### src/rtl/epsa_pkg.sv
// shared constants for the edge period speed averager
// no dependencies; imported by edge_period_speed_averager_core
package epsa_pkg;

    // configuration port
    localparam int unsigned ADDR_W = 3;
    localparam int unsigned DATA_W = 32;
    localparam logic [0:0] REG_IDX_PPR = 1'b0;

    // field widths
    localparam int unsigned TIME_W  = 32;
    localparam int unsigned SPEED_W = 32;
    localparam int unsigned PPR_W   = 8;

    // fixed constants of the speed conversion
    localparam logic [PPR_W-1:0]   PPR_RESET   = 8'd36;
    localparam int unsigned        SEC_PER_MIN = 60;
    localparam int unsigned        FRAC_BITS   = 8;
    localparam logic [SPEED_W-1:0] SPEED_MAX   = 32'hFFFF_FFFF;

endpackage

### src/rtl/edge_period_speed_averager_core.sv
// hall edge period tachometer with a moving-average window
// depends on epsa_pkg for widths, register index and conversion constants

// Each input transfer carries the microsecond timestamp of one sensor edge.
// The block takes the interval since the previous edge (modulo 2^32),
// converts it to rpm with 8 fraction bits as
// 60 * TICKS_PER_SECOND * 256 / (interval * pulses_per_rev), truncated and
// saturated to 0xFFFFFFFF on a zero divisor or overflow, stores that speed in
// a ring of WINDOW_LEN entries and returns the truncated mean of the ring
// (kept as a running sum) together with the instant speed. The first edge
// after reset only records its time and produces no output transfer; empty
// ring entries count as zero. The speed division runs on a restoring divider
// that retires one quotient bit per cycle. The mean divides the running sum
// by WINDOW_LEN in two 16-bit digits, each by a reciprocal multiply on one
// shared multiplier, with a remainder state between them to form the digit
// remainder. An edge occupies the block through the multiply, the speed
// division, the ring update, the two mean digits and the write-back, and
// in_stall stays high meanwhile. A finished result sits in the output
// register, so the next edge is taken while it waits; only the final
// write-back waits for the output to drain, and stretches the edge for as
// long as the previous result stays stalled. The first edge after reset is
// taken without leaving the idle state. pulses_per_rev sits at byte address
// 0 of the APB port (reset 36); the user must write it only while the block
// is idle, which the block does not enforce. No clearing pass after reset.
module edge_period_speed_averager_core
    import epsa_pkg::*;
#(
    parameter int unsigned WINDOW_LEN       = 20,
    parameter int unsigned TICKS_PER_SECOND = 1000000
) (
    input  logic               clk,
    input  logic               rst_n,
    // edge channel
    input  logic               in_valid,
    output logic               in_stall,
    input  logic [TIME_W-1:0]  edge_time_us,
    // result channel
    output logic               out_valid,
    input  logic               out_stall,
    output logic [SPEED_W-1:0] average_rpm,
    output logic [SPEED_W-1:0] instant_rpm,
    // configuration port
    input  logic               psel,
    input  logic               penable,
    input  logic               pwrite,
    input  logic [ADDR_W-1:0]  paddr,
    input  logic [DATA_W-1:0]  pwdata,
    output logic [DATA_W-1:0]  prdata,
    output logic               pready
);

    // conversion numerator, fixed at elaboration
    localparam longint unsigned NUMER =
        (64'(SEC_PER_MIN) * 64'(TICKS_PER_SECOND)) << FRAC_BITS;
    localparam int unsigned NW = $clog2(NUMER + 64'd1);
    // dividend and quotient width, always above the speed width
    localparam int unsigned QW = (NW > SPEED_W + 1) ? NW : SPEED_W + 1;
    // divisor width: interval times pulses per revolution
    localparam int unsigned DW = TIME_W + PPR_W;
    localparam int unsigned CNT_W = $clog2(QW);
    // running sum width and ring index width
    localparam int unsigned XW = (WINDOW_LEN > 1) ? $clog2(WINDOW_LEN) : 1;
    localparam int unsigned TW = SPEED_W + XW;
    localparam int unsigned PW = XW;
    localparam logic [TW-1:0] TOTAL_MAX = TW'(WINDOW_LEN) * TW'(SPEED_MAX);
    // mean digits: the low digit dividend is a remainder below WINDOW_LEN and 16 sum bits
    localparam int unsigned HALF_W = SPEED_W / 2;
    localparam int unsigned CW = XW + HALF_W;
    // reciprocal shift large enough for an exact quotient over the digit dividend
    localparam int unsigned RS = CW + XW;
    localparam int unsigned MW = CW + 2;
    localparam logic [MW-1:0] RECIP =
        MW'(((64'd1 << RS) + 64'(WINDOW_LEN) - 64'd1) / 64'(WINDOW_LEN));

    typedef enum logic [2:0] {
        S_IDLE,
        S_MUL,
        S_DIV_SPD,
        S_SPD_END,
        S_AVG_HI,
        S_AVG_REM,
        S_AVG_LO,
        S_DONE
    } state_t;

    // control and architectural state
    state_t              state_reg;
    logic [CNT_W-1:0]    cnt_reg;
    logic [PPR_W-1:0]    ppr_reg;
    logic [TIME_W-1:0]   prev_time_reg;
    logic                seen_reg;
    logic [PW-1:0]       pos_reg;
    logic [TW-1:0]       total_reg;
    logic [WINDOW_LEN-1:0] vld_reg;
    logic                out_valid_reg;
    logic [SPEED_W-1:0]  average_reg;
    logic [SPEED_W-1:0]  instant_reg;

    // datapath registers
    logic [TIME_W-1:0]   elapsed_reg;
    logic [DW-1:0]       div_reg;
    logic [DW-1:0]       rem_reg;
    logic [QW-1:0]       dvd_reg;
    logic [QW-1:0]       quo_reg;
    logic [SPEED_W-1:0]  speed_reg;
    logic [SPEED_W-1:0]  rd_data_reg;
    logic                old_vld_reg;
    logic [SPEED_W-1:0]  avg_quo_reg;
    logic [XW-1:0]       avg_rem_reg;

    // speed ring
    logic [SPEED_W-1:0]  ring_mem [WINDOW_LEN];

    logic                in_take;
    logic                out_take;
    logic                cfg_write;
    logic [DW-1:0]       prod;
    logic [DW:0]         rem_sh;
    logic [DW:0]         rem_diff;
    logic                rem_ge;
    logic [DW-1:0]       rem_next;
    logic [QW-1:0]       quo_next;
    logic [SPEED_W-1:0]  speed_sat;
    logic [SPEED_W-1:0]  old_speed;
    logic [TW-1:0]       total_next;
    logic [PW-1:0]       pos_next;
    logic [CW-1:0]       chunk_cur;
    logic [CW+MW-1:0]    chunk_prod;
    logic [HALF_W-1:0]   chunk_quo;
    logic [CW-1:0]       chunk_rem;

    assign in_stall  = (state_reg != S_IDLE);
    assign in_take   = in_valid && !in_stall;
    assign out_take  = out_valid_reg && !out_stall;
    assign out_valid = out_valid_reg;
    assign average_rpm = average_reg;
    assign instant_rpm = instant_reg;

    // apb register access
    assign pready    = 1'b1;
    assign cfg_write = psel && penable && pwrite && (paddr[2] == REG_IDX_PPR);
    assign prdata    = (paddr[2] == REG_IDX_PPR) ? DATA_W'(ppr_reg) : '0;

    // interval times pulses per revolution, one narrow multiply
    assign prod = DW'(elapsed_reg) * DW'(ppr_reg);

    // restoring divider step for the speed division: one quotient bit a cycle
    assign rem_sh   = {rem_reg, dvd_reg[QW-1]};
    assign rem_diff = rem_sh - {1'b0, div_reg};
    assign rem_ge   = (rem_sh >= {1'b0, div_reg});
    assign rem_next = rem_ge ? rem_diff[DW-1:0] : rem_sh[DW-1:0];
    assign quo_next = {quo_reg[QW-2:0], rem_ge};

    // saturate on a zero divisor or a quotient beyond 32 bits
    assign speed_sat = ((div_reg == '0) || (|quo_reg[QW-1:SPEED_W]))
                     ? SPEED_MAX : quo_reg[SPEED_W-1:0];

    // entries never written read as zero
    assign old_speed  = old_vld_reg ? rd_data_reg : '0;
    assign total_next = total_reg - TW'(old_speed) + TW'(speed_sat);
    assign pos_next   = (pos_reg == PW'(WINDOW_LEN - 1)) ? '0 : pos_reg + PW'(1);

    // window mean: upper digit from the top of the sum, lower digit from its remainder
    assign chunk_cur  = (state_reg == S_AVG_LO) ? {avg_rem_reg, total_reg[HALF_W-1:0]}
                                                : total_reg[TW-1:HALF_W];
    assign chunk_prod = {{MW{1'b0}}, chunk_cur} * {{CW{1'b0}}, RECIP};
    assign chunk_quo  = chunk_prod[RS +: HALF_W];
    assign chunk_rem  = total_reg[TW-1:HALF_W]
                      - CW'(avg_quo_reg[SPEED_W-1:HALF_W]) * CW'(WINDOW_LEN);

    // sequencer, architectural state and output register
    always_ff @(posedge clk or negedge rst_n)
    begin
        if (!rst_n)
        begin
            state_reg     <= S_IDLE;
            cnt_reg       <= '0;
            ppr_reg       <= PPR_RESET;
            prev_time_reg <= '0;
            seen_reg      <= 1'b0;
            pos_reg       <= '0;
            total_reg     <= '0;
            vld_reg       <= '0;
            out_valid_reg <= 1'b0;
            average_reg   <= '0;
            instant_reg   <= '0;
        end
        else
        begin
            if (cfg_write)
            begin
                ppr_reg <= pwdata[PPR_W-1:0];
            end

            // write-back keeps valid high: the result is either still pending or loaded now
            if (state_reg == S_DONE)
            begin
                out_valid_reg <= 1'b1;
            end
            else if (out_take)
            begin
                out_valid_reg <= 1'b0;
            end

            unique case (state_reg)
                S_IDLE:
                begin
                    if (in_take)
                    begin
                        prev_time_reg <= edge_time_us;
                        seen_reg      <= 1'b1;
                        // first edge only records its time
                        if (seen_reg)
                        begin
                            state_reg <= S_MUL;
                        end
                    end
                end
                S_MUL:
                begin
                    cnt_reg   <= CNT_W'(NW - 1);
                    state_reg <= S_DIV_SPD;
                end
                S_DIV_SPD:
                begin
                    cnt_reg <= cnt_reg - CNT_W'(1);
                    if (cnt_reg == '0)
                    begin
                        state_reg <= S_SPD_END;
                    end
                end
                S_SPD_END:
                begin
                    total_reg        <= total_next;
                    vld_reg[pos_reg] <= 1'b1;
                    pos_reg          <= pos_next;
                    state_reg        <= S_AVG_HI;
                end
                S_AVG_HI:
                begin
                    state_reg <= S_AVG_REM;
                end
                S_AVG_REM:
                begin
                    state_reg <= S_AVG_LO;
                end
                S_AVG_LO:
                begin
                    state_reg <= S_DONE;
                end
                S_DONE:
                begin
                    // wait until the previous result has been taken
                    if (!out_valid_reg || out_take)
                    begin
                        average_reg   <= avg_quo_reg;
                        instant_reg   <= speed_reg;
                        state_reg     <= S_IDLE;
                    end
                end
                default:
                begin
                    state_reg <= S_IDLE;
                end
            endcase
        end
    end

    // divider and operand registers
    always_ff @(posedge clk)
    begin
        unique case (state_reg)
            S_IDLE:
            begin
                if (in_take)
                begin
                    elapsed_reg <= edge_time_us - prev_time_reg;
                    rd_data_reg <= ring_mem[pos_reg];
                    old_vld_reg <= vld_reg[pos_reg];
                end
            end
            S_MUL:
            begin
                div_reg <= prod;
                rem_reg <= '0;
                quo_reg <= '0;
                dvd_reg <= QW'(NUMER << (QW - NW));
            end
            S_DIV_SPD:
            begin
                rem_reg <= rem_next;
                quo_reg <= quo_next;
                dvd_reg <= {dvd_reg[QW-2:0], 1'b0};
            end
            S_SPD_END:
            begin
                speed_reg <= speed_sat;
            end
            S_AVG_HI:
            begin
                // sum over 2^32 is below WINDOW_LEN, so the upper digit fits 16 bits
                avg_quo_reg[SPEED_W-1:HALF_W] <= chunk_quo;
            end
            S_AVG_REM:
            begin
                avg_rem_reg <= chunk_rem[XW-1:0];
            end
            S_AVG_LO:
            begin
                avg_quo_reg[HALF_W-1:0] <= chunk_quo;
            end
            S_DONE:
            begin
            end
            default:
            begin
            end
        endcase
    end

    // ring write
    always_ff @(posedge clk)
    begin
        if (state_reg == S_SPD_END)
        begin
            ring_mem[pos_reg] <= speed_sat;
        end
    end

`ifndef SYNTHESIS
    // a result appears only out of the final write-back
    assert property (@(posedge clk) disable iff (!rst_n)
        $rose(out_valid_reg) |-> $past(state_reg == S_DONE))
        else $error("result raised outside write-back");

    // the speed division always runs its full length before the ring update
    assert property (@(posedge clk) disable iff (!rst_n)
        (state_reg == S_SPD_END) |-> $past(state_reg == S_DIV_SPD && cnt_reg == '0))
        else $error("speed division cut short");

    // ring position stays inside the window
    assert property (@(posedge clk) disable iff (!rst_n)
        pos_reg <= PW'(WINDOW_LEN - 1))
        else $error("ring position out of range");

    // running sum never exceeds a full window of saturated speeds
    assert property (@(posedge clk) disable iff (!rst_n)
        total_reg <= TOTAL_MAX)
        else $error("window sum overflow");

    // a pending result is never overwritten
    assert property (@(posedge clk) disable iff (!rst_n)
        (out_valid_reg && out_stall) |=> $stable(average_reg) && $stable(instant_reg))
        else $error("pending result overwritten");
`endif

endmodule
### config.mk
export PLATFORM = sky130hd
export DESIGN_NAME = edge_period_speed_averager_core
export DESIGN_NICKNAME = d
export VERILOG_FILES = /design/src/rtl/epsa_pkg.sv /design/src/rtl/edge_period_speed_averager_core.sv
export SDC_FILE = /design/constraint.sdc
export NUM_CORES = 2
export LEC_CHECK = 0
export ABC_AREA = 1
export BUFFER_PORTS_ARGS = -buffer_cell sky130_fd_sc_hd__buf_2
export CORE_MARGIN = 4
export CORE_UTILIZATION = 50
export CTS_BUF_LIST = sky130_fd_sc_hd__clkbuf_8
export CTS_CLUSTER_SIZE = 30
export DETAILED_ROUTE_END_ITERATION = 6
export PLACE_DENSITY = 0.66
export SYNTH_ARGS = -nofsm -noshare
export SYNTH_HDL_FRONTEND = slang
export SYNTH_SLANG_ARGS = --single-unit
### constraint.sdc
create_clock -name clk -period 6.35 [get_ports clk]
set_input_delay 0.3175 -clock clk [delete_from_list [all_inputs] [get_ports clk]]
set_output_delay 0.3175 -clock clk [all_outputs]
set_load 0.03 [all_outputs]
==> results.py <==
metrics = {
    "status": {
        "outcome": "finished clean",
    },
    "hold_path": {
        "hold_path_class": "input port to flop",
        "holdCritStartpoint": "pwrite",
    },
    "clock_network": {
        "cts_tree": "done",
        "cts_buffers": 179,
        "htree_levels": 4,
        "clockBufferDepth": 3,
        "cts_root_buf": "clkbuf_8",
        "cts.sinks": 1083,
        "clk_pin_slew_worst_paths_ns": 0.06,
        "clk_latency_ns": 0.92,
    },
    "logic_synthesis": {
        "ys.flop_type": "edfxtp_1",
        "ys_top_cells_by_count": "nand2_1, edfxtp_1, inv_1",
        "synth_fa_ha_area_share_pct": 18.0,
        "yosys.area_share.simple_pct": 13.5,
        "syn_avg_cell_area_um2": 9.92,
        "synth_xor_area_share_pct": 2.17,
        "yosysMostFrequentCell": "nand2_1",
        "netlist.area_leader.share_pct": 42.0,
        "netlist_area_um2": 64800,
        "synth_cells": 6533,
        "synth-edff-count": 906,
        "post_synth_num_cell_types": 60,
        "synthArstFlopShare_pct": 16.3,
        "synth_top_family_by_area": "adder cells",
        "synth_warnings": 0,
        "netlist_top_cells_area": "edfxtp_1, fa_1, ha_1, nand2_1, dfrtp_1",
        "synth_mux_area_share_pct": 0,
        "synth_compound_area_share_pct": 10.6,
        "synth_seq_cells": 1083,
        "seq_area_frac_synth_pct": 48.8,
        "synth_area_leader_cell": "edfxtp_1",
    },
    "critical_path": {
        "arrival_ns": 6.74,
        "startpoint_type": "flop",
        "critPathMaxFanout": 20,
        "reg2reg_from": "state_reg[0]$_DFFE_PN0P_",
        "worstSetupStartpoint": "state_reg[0]$_DFFE_PN0P_",
        "crit_type": "flop to flop",
        "required_ns": 6.98,
        "crit_path_end_kind": "flop",
    },
    "floorplanning": {
        "core-area_um2": 128000,
        "dieArea_um2": 136000,
        "rows": 131,
        "die_height_um": 368,
        "die_w_um": 368,
        "io_pins": 173,
        "initial_core_util_pct": 50.6,
    },
    "cells_and_area": {
        "seqCellArea_um2": 31600,
        "multi_input_area_um2": 29300,
        "postLayoutCellArea_um2": 72600,
        "nets": 7627,
        "largest_reg_flops": 640,
        "drive_gt1_share_pct": 10.6,
        "num-fill-cells": 11200,
        "area_delta_synth_final_pct": 12.0,
    },
    "place": {
        "dp_hpwl_um": 122000,
        "dpl_cell_area_um2": 68200,
        "port_buffers": 121,
        "gp_congestion": 0.956,
    },
    "routing": {
        "drt_iter0_drc": 4182,
        "routed_wl_um": 176000,
        "vias": 47700,
        "wl_per_cell_um": 20.2,
        "dr.pass1.iters": 5,
        "ant_nets": 0,
        "vias_per_cell": 5.47,
        "drc": 0,
    },
    "global_routing": {
        "busiest_layer": "met2",
        "grt_max_degree": 219,
        "met3_usage_pct": 4.25,
        "grt_util_all_layers_pct": 25.9,
        "first_global_vias": 47200,
        "grtUsageMet2_pct": 41.7,
        "grt_overflow": 0,
        "grt_pass1_wl_um": 273000,
        "met1_usage_pct": 37.3,
        "antenna_found_initial": 7,
    },
    "sta": {
        "slew_headroom_pct": 10.8,
        "worstMarginPinSlew_ns": 1.33,
        "finalMaxSlewViolations": 0,
        "clock_skew_ns": 0.0663,
        "period_share_pct": 96.2,
        "period_minus_slack_ns": 6.11,
        "setup_viol_count_final": 0,
        "finalHoldViolations": 0,
        "max_freq_mhz": 164,
    },
    "flow_run": {
        "cap_violations": 0,
    },
}
timing repair:
action	4_1_cts	5_1_grt
hold endpoints to repair	149	0
setup endpoints to repair	0	32
buffers inserted	0	1
hold buffers	50	0
gates resized for setup	0	78
layer usage:
| layer | up-vias | part of all wire [%] |
|---|---|---|
| li1 | 22400 | - |
| met1 | 23400 | 45 |
| met2 | 1643 | 46 |
| met3 | 216 | 7.1 |
| met4 | 0 | 1.6 |
| met5 | - | 0 |
cell usage in the layout, fill, tap and decap left out, types with 13 or more instances in the layout:
master	n
a21o_1	37
a21oi_1	276
a22o_1	31
a31oi_1	28
buf_2	120
buf_4	192
clkbuf_8	194
clkinv_1	36
clkinv_2	32
conb_1	25
dfrtp_1	172
dlygate4sd3_1	49
edfxtp_1	906
fa_1	349
ha_1	364
inv_1	892
inv_2	14
nand2_1	1164
nand3_1	136
nand4_1	33
nor2_1	712
nor2_2	16
nor2_4	24
nor3_1	31
o21a_1	13
o21ai_0	539
o21ai_1	51
o21ai_2	13
o21bai_1	18
o22ai_1	164
or2_2	30
xnor2_1	58
xor2_1	98
kinds of logic after synthesis:
logic type                 Yosys count
AOI/OAI and AO/OA                 1232
adders and majority gates          722
and+or+nand+nor                   2194
DFF                               1083
xor gates and xnor gates           161
buffers and inverters             1139
other                                2
critical path, cell delays in order, from the launching register on:
cell and delay [ns]:
dfrtp_1 0.39, inv_2 0.11, nand3_4 0.11, buf_12 0.18, nand2_1 0.11, o21ai_0 0.14
ha_1 0.35, xor2_2 0.24, ha_1 0.29, fa_1 0.53, fa_1 0.48, fa_1 0.52
fa_1 0.43, fa_1 0.52, ha_4 0.32, nand2_1 0.10, o21ai_0 0.36, a21oi_2 0.14
o21bai_2 0.22, a21oi_1 0.11, nand3_1 0.11, nand2_1 0.09
stage by stage:
step / util (%) / hold slack (ns) / setup WS, ns / instances / TNS, ns
after floorplan: - / 0.0219 / 0.161 / 6556 / 0
after global placement: 53.2 / 0.307 / 0.129 / 8327 / 0
after detailed placement: 53.2 / 0.313 / 0.127 / 8327 / 0
after CTS: 56.4 / 0.0139 / 0.0918 / 8713 / 0
after global routing: 56.7 / 0.106 / -0.0267 / 8716 / -0.0991
final: 56.7 / 0.110 / 0.242 / 8719 / 0
path summary, 6_finish.rpt:
check,endpoint,slack (ns),cells past startpoint
max,avg_quo_reg[25]$_DFFE_PP_,0.24,21
min,ppr_reg[1]$_DFFE_PN0P_,0.11,3
max reg2reg,avg_quo_reg[25]$_DFFE_PP_,0.24,21
min reg2reg,average_rpm[21]$_DFFE_PN0P_,0.43,2
max in group asynchronous,instant_rpm[22]$_DFFE_PN0P_,4.78,4
min in group asynchronous,vld_reg[0]$_DFFE_PN0P_,0.50,3
area by class of cell:
| cell class | count | area share (%) |
|---|---|---|
| sequential | 1083 | 43.6 |
| multi-input combinational | 4334 | 40.3 |
| inverter | 866 | 4.50 |
| clock buffer | 194 | 3.68 |
| timing repair buffer | 367 | 3.66 |
| tap | 1729 | 2.98 |
| clock inverter | 142 | 1.32 |
| antenna | 4 | 0.0138 |
Power is not shown: default switching activity piles up to over one toggle a cycle in this logic, so the estimate is an artifact.
